**src/hdl/fp16pa_pkg.sv**
```systemverilog
// Package with the transaction types and constants of the binary16 pair adder.
`timescale 1ns / 1ps
package fp16pa_pkg;

    localparam logic [15:0] QNAN16 = 16'h7E00;
    localparam logic [4:0]  EXP_MAX = 5'd31;

    typedef struct packed {
        logic [15:0] a_low_lane;
        logic [15:0] a_high_lane;
        logic [15:0] b_low_lane;
        logic [15:0] b_high_lane;
    } fp16pa_in_t;

    typedef struct packed {
        logic [15:0] sum_low_lane;
        logic [15:0] sum_high_lane;
    } fp16pa_out_t;

    // Stage 1 to stage 2: aligned operands of one lane.
    typedef struct packed {
        logic        special;
        logic [15:0] special_val;
        logic        sign_big;
        logic        sign_small;
        logic        eff_sub;
        logic [4:0]  exp_big;
        logic [10:0] sig_big;
        logic [13:0] sig_small;   // aligned, with guard, round, sticky
        logic        both_zero_same;
        logic        sign_a;
    } fp16pa_align_t;

    // Stage 2 to stage 3: raw sum and its leading one position.
    typedef struct packed {
        logic        special;
        logic [15:0] special_val;
        logic        sign;
        logic [4:0]  exp_big;
        logic [14:0] mag;         // bit 14 carry, bits 2..0 guard, round, sticky
        logic        zero;
        logic [15:0] zero_val;
        logic [3:0]  lead;        // position of the leading one in mag
    } fp16pa_sum_t;

    // Stage 3 to stage 4: normalized significand ready to round.
    typedef struct packed {
        logic        special;
        logic [15:0] special_val;
        logic        sign;
        logic [5:0]  exp;
        logic [13:0] norm;        // bit 13 hidden bit, bits 2..0 guard, round, sticky
    } fp16pa_norm_t;

endpackage

```
**src/hdl/fp16pa_lane.sv**
```systemverilog
// One binary16 adder lane cut into align, add, normalize and round stages.
`timescale 1ns / 1ps
module fp16pa_lane (
    input  logic        clk,
    input  logic        rst_n,
    input  logic        valid,
    input  logic [15:0] a,
    input  logic [15:0] b,
    output logic [15:0] sum
);
    import fp16pa_pkg::*;

    fp16pa_align_t s1_next, s1_reg;
    fp16pa_sum_t   s2_next, s2_reg;
    fp16pa_norm_t  s3_next, s3_reg;
    logic [15:0]   s4_next, s4_reg;

    // Align: unpack, handle specials, shift the smaller operand right.
    always_comb
    begin
        logic        sa, sb, swap, a_nan, b_nan, a_inf, b_inf;
        logic [4:0]  ea, eb, diff;
        logic [10:0] ga, gb, gs;
        logic [24:0] wide;
        sa = a[15];
        sb = b[15];
        ea = (a[14:10] == 5'd0) ? 5'd1 : a[14:10];
        eb = (b[14:10] == 5'd0) ? 5'd1 : b[14:10];
        ga = {a[14:10] != 5'd0, a[9:0]};
        gb = {b[14:10] != 5'd0, b[9:0]};
        a_nan = (a[14:10] == EXP_MAX) && (a[9:0] != 10'd0);
        b_nan = (b[14:10] == EXP_MAX) && (b[9:0] != 10'd0);
        a_inf = (a[14:10] == EXP_MAX) && (a[9:0] == 10'd0);
        b_inf = (b[14:10] == EXP_MAX) && (b[9:0] == 10'd0);
        swap = {eb, gb} > {ea, ga};
        s1_next.special = a_nan || b_nan || a_inf || b_inf;
        if (a_nan || b_nan || (a_inf && b_inf && (sa != sb)))
            s1_next.special_val = QNAN16;
        else if (a_inf)
            s1_next.special_val = {sa, EXP_MAX, 10'd0};
        else
            s1_next.special_val = {sb, EXP_MAX, 10'd0};
        s1_next.sign_big   = swap ? sb : sa;
        s1_next.sign_small = swap ? sa : sb;
        s1_next.eff_sub    = sa != sb;
        s1_next.exp_big    = swap ? eb : ea;
        s1_next.sig_big    = swap ? gb : ga;
        gs   = swap ? ga : gb;
        diff = swap ? (eb - ea) : (ea - eb);
        wide = {gs, 14'd0} >> diff;
        s1_next.sig_small = {wide[24:12], wide[11:0] != 12'd0};
        s1_next.both_zero_same = (sa == sb);
        s1_next.sign_a = sa;
    end

    // Add or subtract and find the leading one.
    always_comb
    begin
        logic [14:0] big, m;
        big = {1'b0, s1_reg.sig_big, 3'd0};
        if (s1_reg.eff_sub)
            m = big - {1'b0, s1_reg.sig_small};
        else
            m = big + {1'b0, s1_reg.sig_small};
        s2_next.special     = s1_reg.special;
        s2_next.special_val = s1_reg.special_val;
        s2_next.sign        = s1_reg.sign_big;
        s2_next.exp_big     = s1_reg.exp_big;
        s2_next.mag         = m;
        s2_next.zero        = m == 15'd0;
        s2_next.zero_val    = s1_reg.both_zero_same ? {s1_reg.sign_a, 15'd0} : 16'd0;
        s2_next.lead        = 4'd0;
        for (int i = 0; i < 15; i++)
            if (m[i])
                s2_next.lead = 4'(i);
    end

    // Normalize: exponent becomes exp_big + lead - 13, clamped at 1.
    always_comb
    begin
        logic signed [6:0] e;
        logic [3:0]        sh;
        logic [28:0]       t;
        sh = 4'd0;
        t  = 29'd0;
        e = 7'(s2_reg.exp_big) + 7'(s2_reg.lead) - 7'sd13;
        s3_next.special     = s2_reg.special || s2_reg.zero;
        s3_next.special_val = s2_reg.special ? s2_reg.special_val : s2_reg.zero_val;
        s3_next.sign        = s2_reg.sign;
        if (s2_reg.lead == 4'd14)
        begin
            s3_next.exp  = 6'(s2_reg.exp_big) + 6'd1;
            s3_next.norm = {s2_reg.mag[14:2], s2_reg.mag[1] | s2_reg.mag[0]};
        end
        else
        begin
            if (e < 7'sd1)
            begin
                s3_next.exp = 6'd1;
                sh = 4'(s2_reg.exp_big - 5'd1);
            end
            else
            begin
                s3_next.exp = 6'(e);
                sh = 4'd13 - s2_reg.lead;
            end
            t = {s2_reg.mag, 14'd0} << sh;
            s3_next.norm = t[27:14];
        end
    end

    // Round to nearest even and pack.
    always_comb
    begin
        logic [11:0] q;
        logic        up;
        logic [5:0]  e;
        up = s3_reg.norm[2] && (s3_reg.norm[1] || s3_reg.norm[0] || s3_reg.norm[3]);
        q  = {1'b0, s3_reg.norm[13:3]} + 12'(up);
        e  = s3_reg.exp;
        if (q[11])
        begin
            q = q >> 1;
            e = e + 6'd1;
        end
        if (s3_reg.special)
            s4_next = s3_reg.special_val;
        else if (e >= 6'd31)
            s4_next = {s3_reg.sign, EXP_MAX, 10'd0};
        else if (!q[10])
            s4_next = {s3_reg.sign, 5'd0, q[9:0]};
        else
            s4_next = {s3_reg.sign, e[4:0], q[9:0]};
    end

    logic [2:0] v_reg;

    always_ff @(posedge clk or negedge rst_n)
    begin
        if (!rst_n)
            v_reg <= 3'd0;
        else
            v_reg <= {v_reg[1:0], valid};
    end

    // Payload stages load only behind a valid transaction.
    always_ff @(posedge clk)
    begin
        if (valid)     s1_reg <= s1_next;
        if (v_reg[0])  s2_reg <= s2_next;
        if (v_reg[1])  s3_reg <= s3_next;
        if (v_reg[2])  s4_reg <= s4_next;
    end

    assign sum = s4_reg;

endmodule

```
**src/hdl/fp16_pair_adder.sv**
```systemverilog
// Top level of the two-lane binary16 adder.
`timescale 1ns / 1ps
// Adds two pairs of IEEE binary16 values with round to nearest even, full
// subnormal, infinity and NaN handling (NaN results are 0x7E00). A transaction
// is taken in every cycle that start is high; busy is always low. Each result
// is marked by done for one cycle and leaves the four-stage align, add,
// normalize and round pipeline, whose stages are each registered. The
// receiver cannot stall, so the results must be captured when done is high.
module fp16_pair_adder (
    input  logic                    clk,
    input  logic                    rst_n,
    input  logic                    start,
    output logic                    busy,
    input  fp16pa_pkg::fp16pa_in_t  operands,
    output logic                    done,
    output fp16pa_pkg::fp16pa_out_t sums
);
    import fp16pa_pkg::*;

    logic [3:0] valid_reg;
    logic       take;

    assign busy = 1'b0;
    assign take = start && !busy;

    always_ff @(posedge clk or negedge rst_n)
    begin
        if (!rst_n)
            valid_reg <= 4'd0;
        else
            valid_reg <= {valid_reg[2:0], take};
    end

    assign done = valid_reg[3];

    fp16pa_lane u_lane_low (
        .clk   (clk),
        .rst_n (rst_n),
        .valid (take),
        .a     (operands.a_low_lane),
        .b     (operands.b_low_lane),
        .sum   (sums.sum_low_lane)
    );

    fp16pa_lane u_lane_high (
        .clk   (clk),
        .rst_n (rst_n),
        .valid (take),
        .a     (operands.a_high_lane),
        .b     (operands.b_high_lane),
        .sum   (sums.sum_high_lane)
    );

endmodule

```
**config.mk**
```make
export PLATFORM = sky130hd
export DESIGN_NAME = fp16_pair_adder
export DESIGN_NICKNAME = d
export VERILOG_FILES = /design/src/hdl/fp16pa_pkg.sv /design/src/hdl/fp16pa_lane.sv /design/src/hdl/fp16_pair_adder.sv
export SDC_FILE = /design/constraint.sdc
export NUM_CORES = 1
export LEC_CHECK = 0
export BUFFER_PORTS_ARGS = -buffer_cell sky130_fd_sc_hd__buf_2
export CORE_UTILIZATION = 60
export CTS_CLUSTER_DIAMETER = 120
export CTS_CLUSTER_SIZE = 24
export DETAILED_ROUTE_END_ITERATION = 16
export PLACE_DENSITY = 0.86
export REMOVE_ABC_BUFFERS = 1
export SYNTH_ARGS = -nofsm -noshare
export SYNTH_HDL_FRONTEND = slang
export SYNTH_HIERARCHICAL = 1
export SYNTH_SLANG_ARGS = --single-unit
```
**constraint.sdc**
```tcl
create_clock -name clk -period 5.3 [get_ports clk]
set_input_delay 0.265 -clock clk [delete_from_list [all_inputs] [get_ports clk]]
set_output_delay 0.265 -clock clk [all_outputs]
set_load 0.01 [all_outputs]
```
==> impl_results.md <==
* Run status: complete, no violations
* Pin count of the biggest net entering global routing at 78
* Category of the worst setup path capture point: flop
* Number of instances resized during post-cts repair at 0
* Setup TNS after final layout at 0 ns
* Crit Path Category: reg2reg
* Placed wire-length estimate after detailed placement at approximately 26000 microns
* Setup skew after layout at ~0.015 ns
* Total power density per cell area at 379 mW/mm^2
* Post-route insts no fill at 2103
* Setup repair bufs after CTS at 0
* Number of sinks driven by the clock tree at between 200 and 250
* All-Layer GR Usage at 0.234
* F_max at between 0.2 and 0.25 GHz
* Ratio of final minimum period to clock period at 0.872
* Residual DRC at 0
* Gate count of the mapped netlist at approximately 1.7k
* Pleak at between 7 and 8 nW
* Total clock buffers created by CTS at 13
* Vertical extent of the die at between 150 and 200 microns
* CTS Hold Bufs at 1
* RSZ-0062 raised after global routing: false
* Commonest cells after routing, fill and taps aside: 216 x edfxtp_1, 144 x inv_1, 129 x nand2_1, 118 x mux2i_1, 114 x ha_1
* Multi-input gate area in the final layout at approximately 0.009 sq mm
* Most frequent standard cell in the layout excluding fill and tap cells: edfxtp_1
* Seq cells post-synth at between 200 and 250
* First-pass GRT wire length at 55300 microns
* Minimum hold slack at 0.0189 ns
* Site Rows at 60
* Maximum buffer depth of the clock tree at 3
* Headroom to the max-slew limit at 0.235
* Antenna Cells at 0
* Full die area at about 0.028 sq mm
* Number of input and output port buffers inserted at 99
* Clock transition time at the flip-flop clock pins of the worst setup and hold paths at roughly 0.10 ns
* Detailed-routing iteration count for the pre-antenna-repair pass at 5
* Post-synth EDFFs at roughly 220
* Nets at ~1.9k
* Via total after detailed routing at roughly 12k
* Final Max Slew Viols at 0
* Drt first-iter violations at around 860
* Setup Viol. Count Final at 0
* Number of global-route vias before repair at approximately 12k
* Worst min path class: in2reg
* Fin. Hold Viols at 0
* Boundary pin count at roughly 100
* Minimum clock period after layout at roughly 4.6 ns
* Area of the mapped netlist at roughly 0.017 sq mm
* Ratio of cells with drive above 1 in the final layout at 0.121
* WL per Instance at 16.1 microns
* TritonCTS clock tree: done
* Area of all placed cells without fillers at 0.0177 sq mm
* Fraction of registers with async set/reset at 0.0442
* Area overhead of the layout relative to synthesis at 6.72%
* Number of unique standard cell types used by synthesis at 94
* Launching element type of the critical path: flop
* H-tree Lvls at 1
* Number of max-cap violations at 0
* Vias per cell at about 6
* Worst Max-Slew Pin Slew at 1.15 ns
* Initial antenna violation count at 0
* Data required time of the worst path at between 5 and 6 ns
* Placement Setup Slack at 0.572 ns
* Flip-flop cell with the highest count after synthesis: edfxtp_1
* Source-to-sink clock delay at the later pin of the worst-skew pair at ~0.47 ns
* Worst Setup Slack, final at about 0.68 ns
* Sequential area share after synthesis at 0.405
* Mapped Avg Cell Area at between 10 and 15 sq um
* Instance area at placement at between 0.015 and 0.02 sq mm
* Worst-case vdd ir drop at between 0.15 and 0.2 mV
* Global route overflow at 0
* Layout fillers at between 2k and 2.5k
* Cells on Worst Hold Path at 1
* Post-Route WL at around 34000 microns
* Initial core utilization at 0.614
* Clock root buffer master: clkbuf_16
* Register cell area after layout at 0.00674 sq mm
* CP arrival at ~4.9 ns
* Core outline area at about 0.027 sq mm
* Routability cong. at between 0.9 and 1
* Number of cells on the worst reg-to-reg path at 17
* Yosys warns at 6
* Number of placed instances, taps included at 2081
* Critical Path Fanout Max at 20
* Detail Route Antenna Nets at 0
* DIE WIDTH at around 170 microns
## critical path: stages (launching register included)
cell and delay, ns:
edfxtp_1 0.45, inv_1 0.15, ha_1 0.25, inv_1 0.07
ha_1 0.17, inv_1 0.06, fa_1 0.39, nand2b_1 0.17
a21oi_1 0.20, nor3_1 0.11, o41ai_1 0.49, nand2_1 0.36
mux2i_2 0.25, buf_4 0.32, mux4_2 0.56, mux2i_1 0.20
nand2b_1 0.13, a21oi_1 0.06
## stage by stage
stage	util	power [mW]
after global routing	0.655	7.15
after floorplan	-	4.94
final	0.655	6.73
after global placement	0.641	5.61
after detailed placement	0.641	5.70
after CTS	0.655	6.71
## layout make-up
type | count | share of cell area
clock buffer | 20 | 0.0198
timing repair buffer | 118 | 0.0361
tap | 372 | 0.0262
sequential | 226 | 0.380
clock inverter | 1 | 0.000916
inverter | 146 | 0.0309
multi-input combinational | 1220 | 0.507
## cell usage after synthesis (all sizes together), types with 10 or more instances
cell	instances	area (sq um)
edfxtp	216	6490
inv	145	544
nand2	129	484
mux2i	125	1310
ha	114	1430
nor2	112	420
a21oi	106	534
o21ai	106	542
nor3	59	300
nand3	49	245
buf	35	248
xnor2	35	333
clkbuf	33	124
xor2	32	303
a211oi	22	165
and3	20	125
nand2b	18	113
a31oi	17	121
mux2	17	195
nor2b	17	106
a21o	16	120
mux4	16	368
nand4	15	93.8
and2	14	87.6
a22oi	12	95.1
nor4	12	75.1
dfrtp	10	250
o211ai	10	75.1
o21a	10	75.1
o31ai	10	75.1
## logic make-up after synthesis
group                      synth area share
buffers and inverters                0.0553
other                              0.000225
DFF                                   0.405
adders and majority gates            0.0986
muxes                                 0.113
and+or+nand+nor                       0.142
xor gates and xnor gates             0.0382
AOI/OAI and AO/OA                     0.148
## path summary, 6_finish.rpt
kind / from / end / slack [ns]
worst max-delay path: u_lane_low/s2_reg[1] / u_lane_low/s3_reg[9] / 0.68
worst min-delay path: operands[47] / u_lane_high/s1_reg[0] / 0.02
worst min register to register: valid_reg[1] / valid_reg[2] / 0.35
min in group asynchronous: rst_n / u_lane_low/v_reg[1] / 0.18
max in group asynchronous: rst_n / u_lane_low/v_reg[2] / 4.91
worst max register to register: u_lane_low/s2_reg[1] / u_lane_low/s3_reg[9] / 0.68
## layer usage
layer / wire, microns / part of all wire / global-route usage
met2: 16000 / 0.47 / 0.401
met5: 0 / 0 / 0
met1: 15400 / 0.45 / 0.320
met4: 642 / 0.019 / 0.0617
met3: 1770 / 0.052 / 0.0229
## where the power goes
group	leakage [nW]	switching [mW]	total, mW	internal, mW
combinational	4.89	1.72	2.98	1.26
clock	0.176	0.534	1.00	0.469
sequential	2.26	0.305	2.75	2.44
Power figures use the tool's default switching activity.
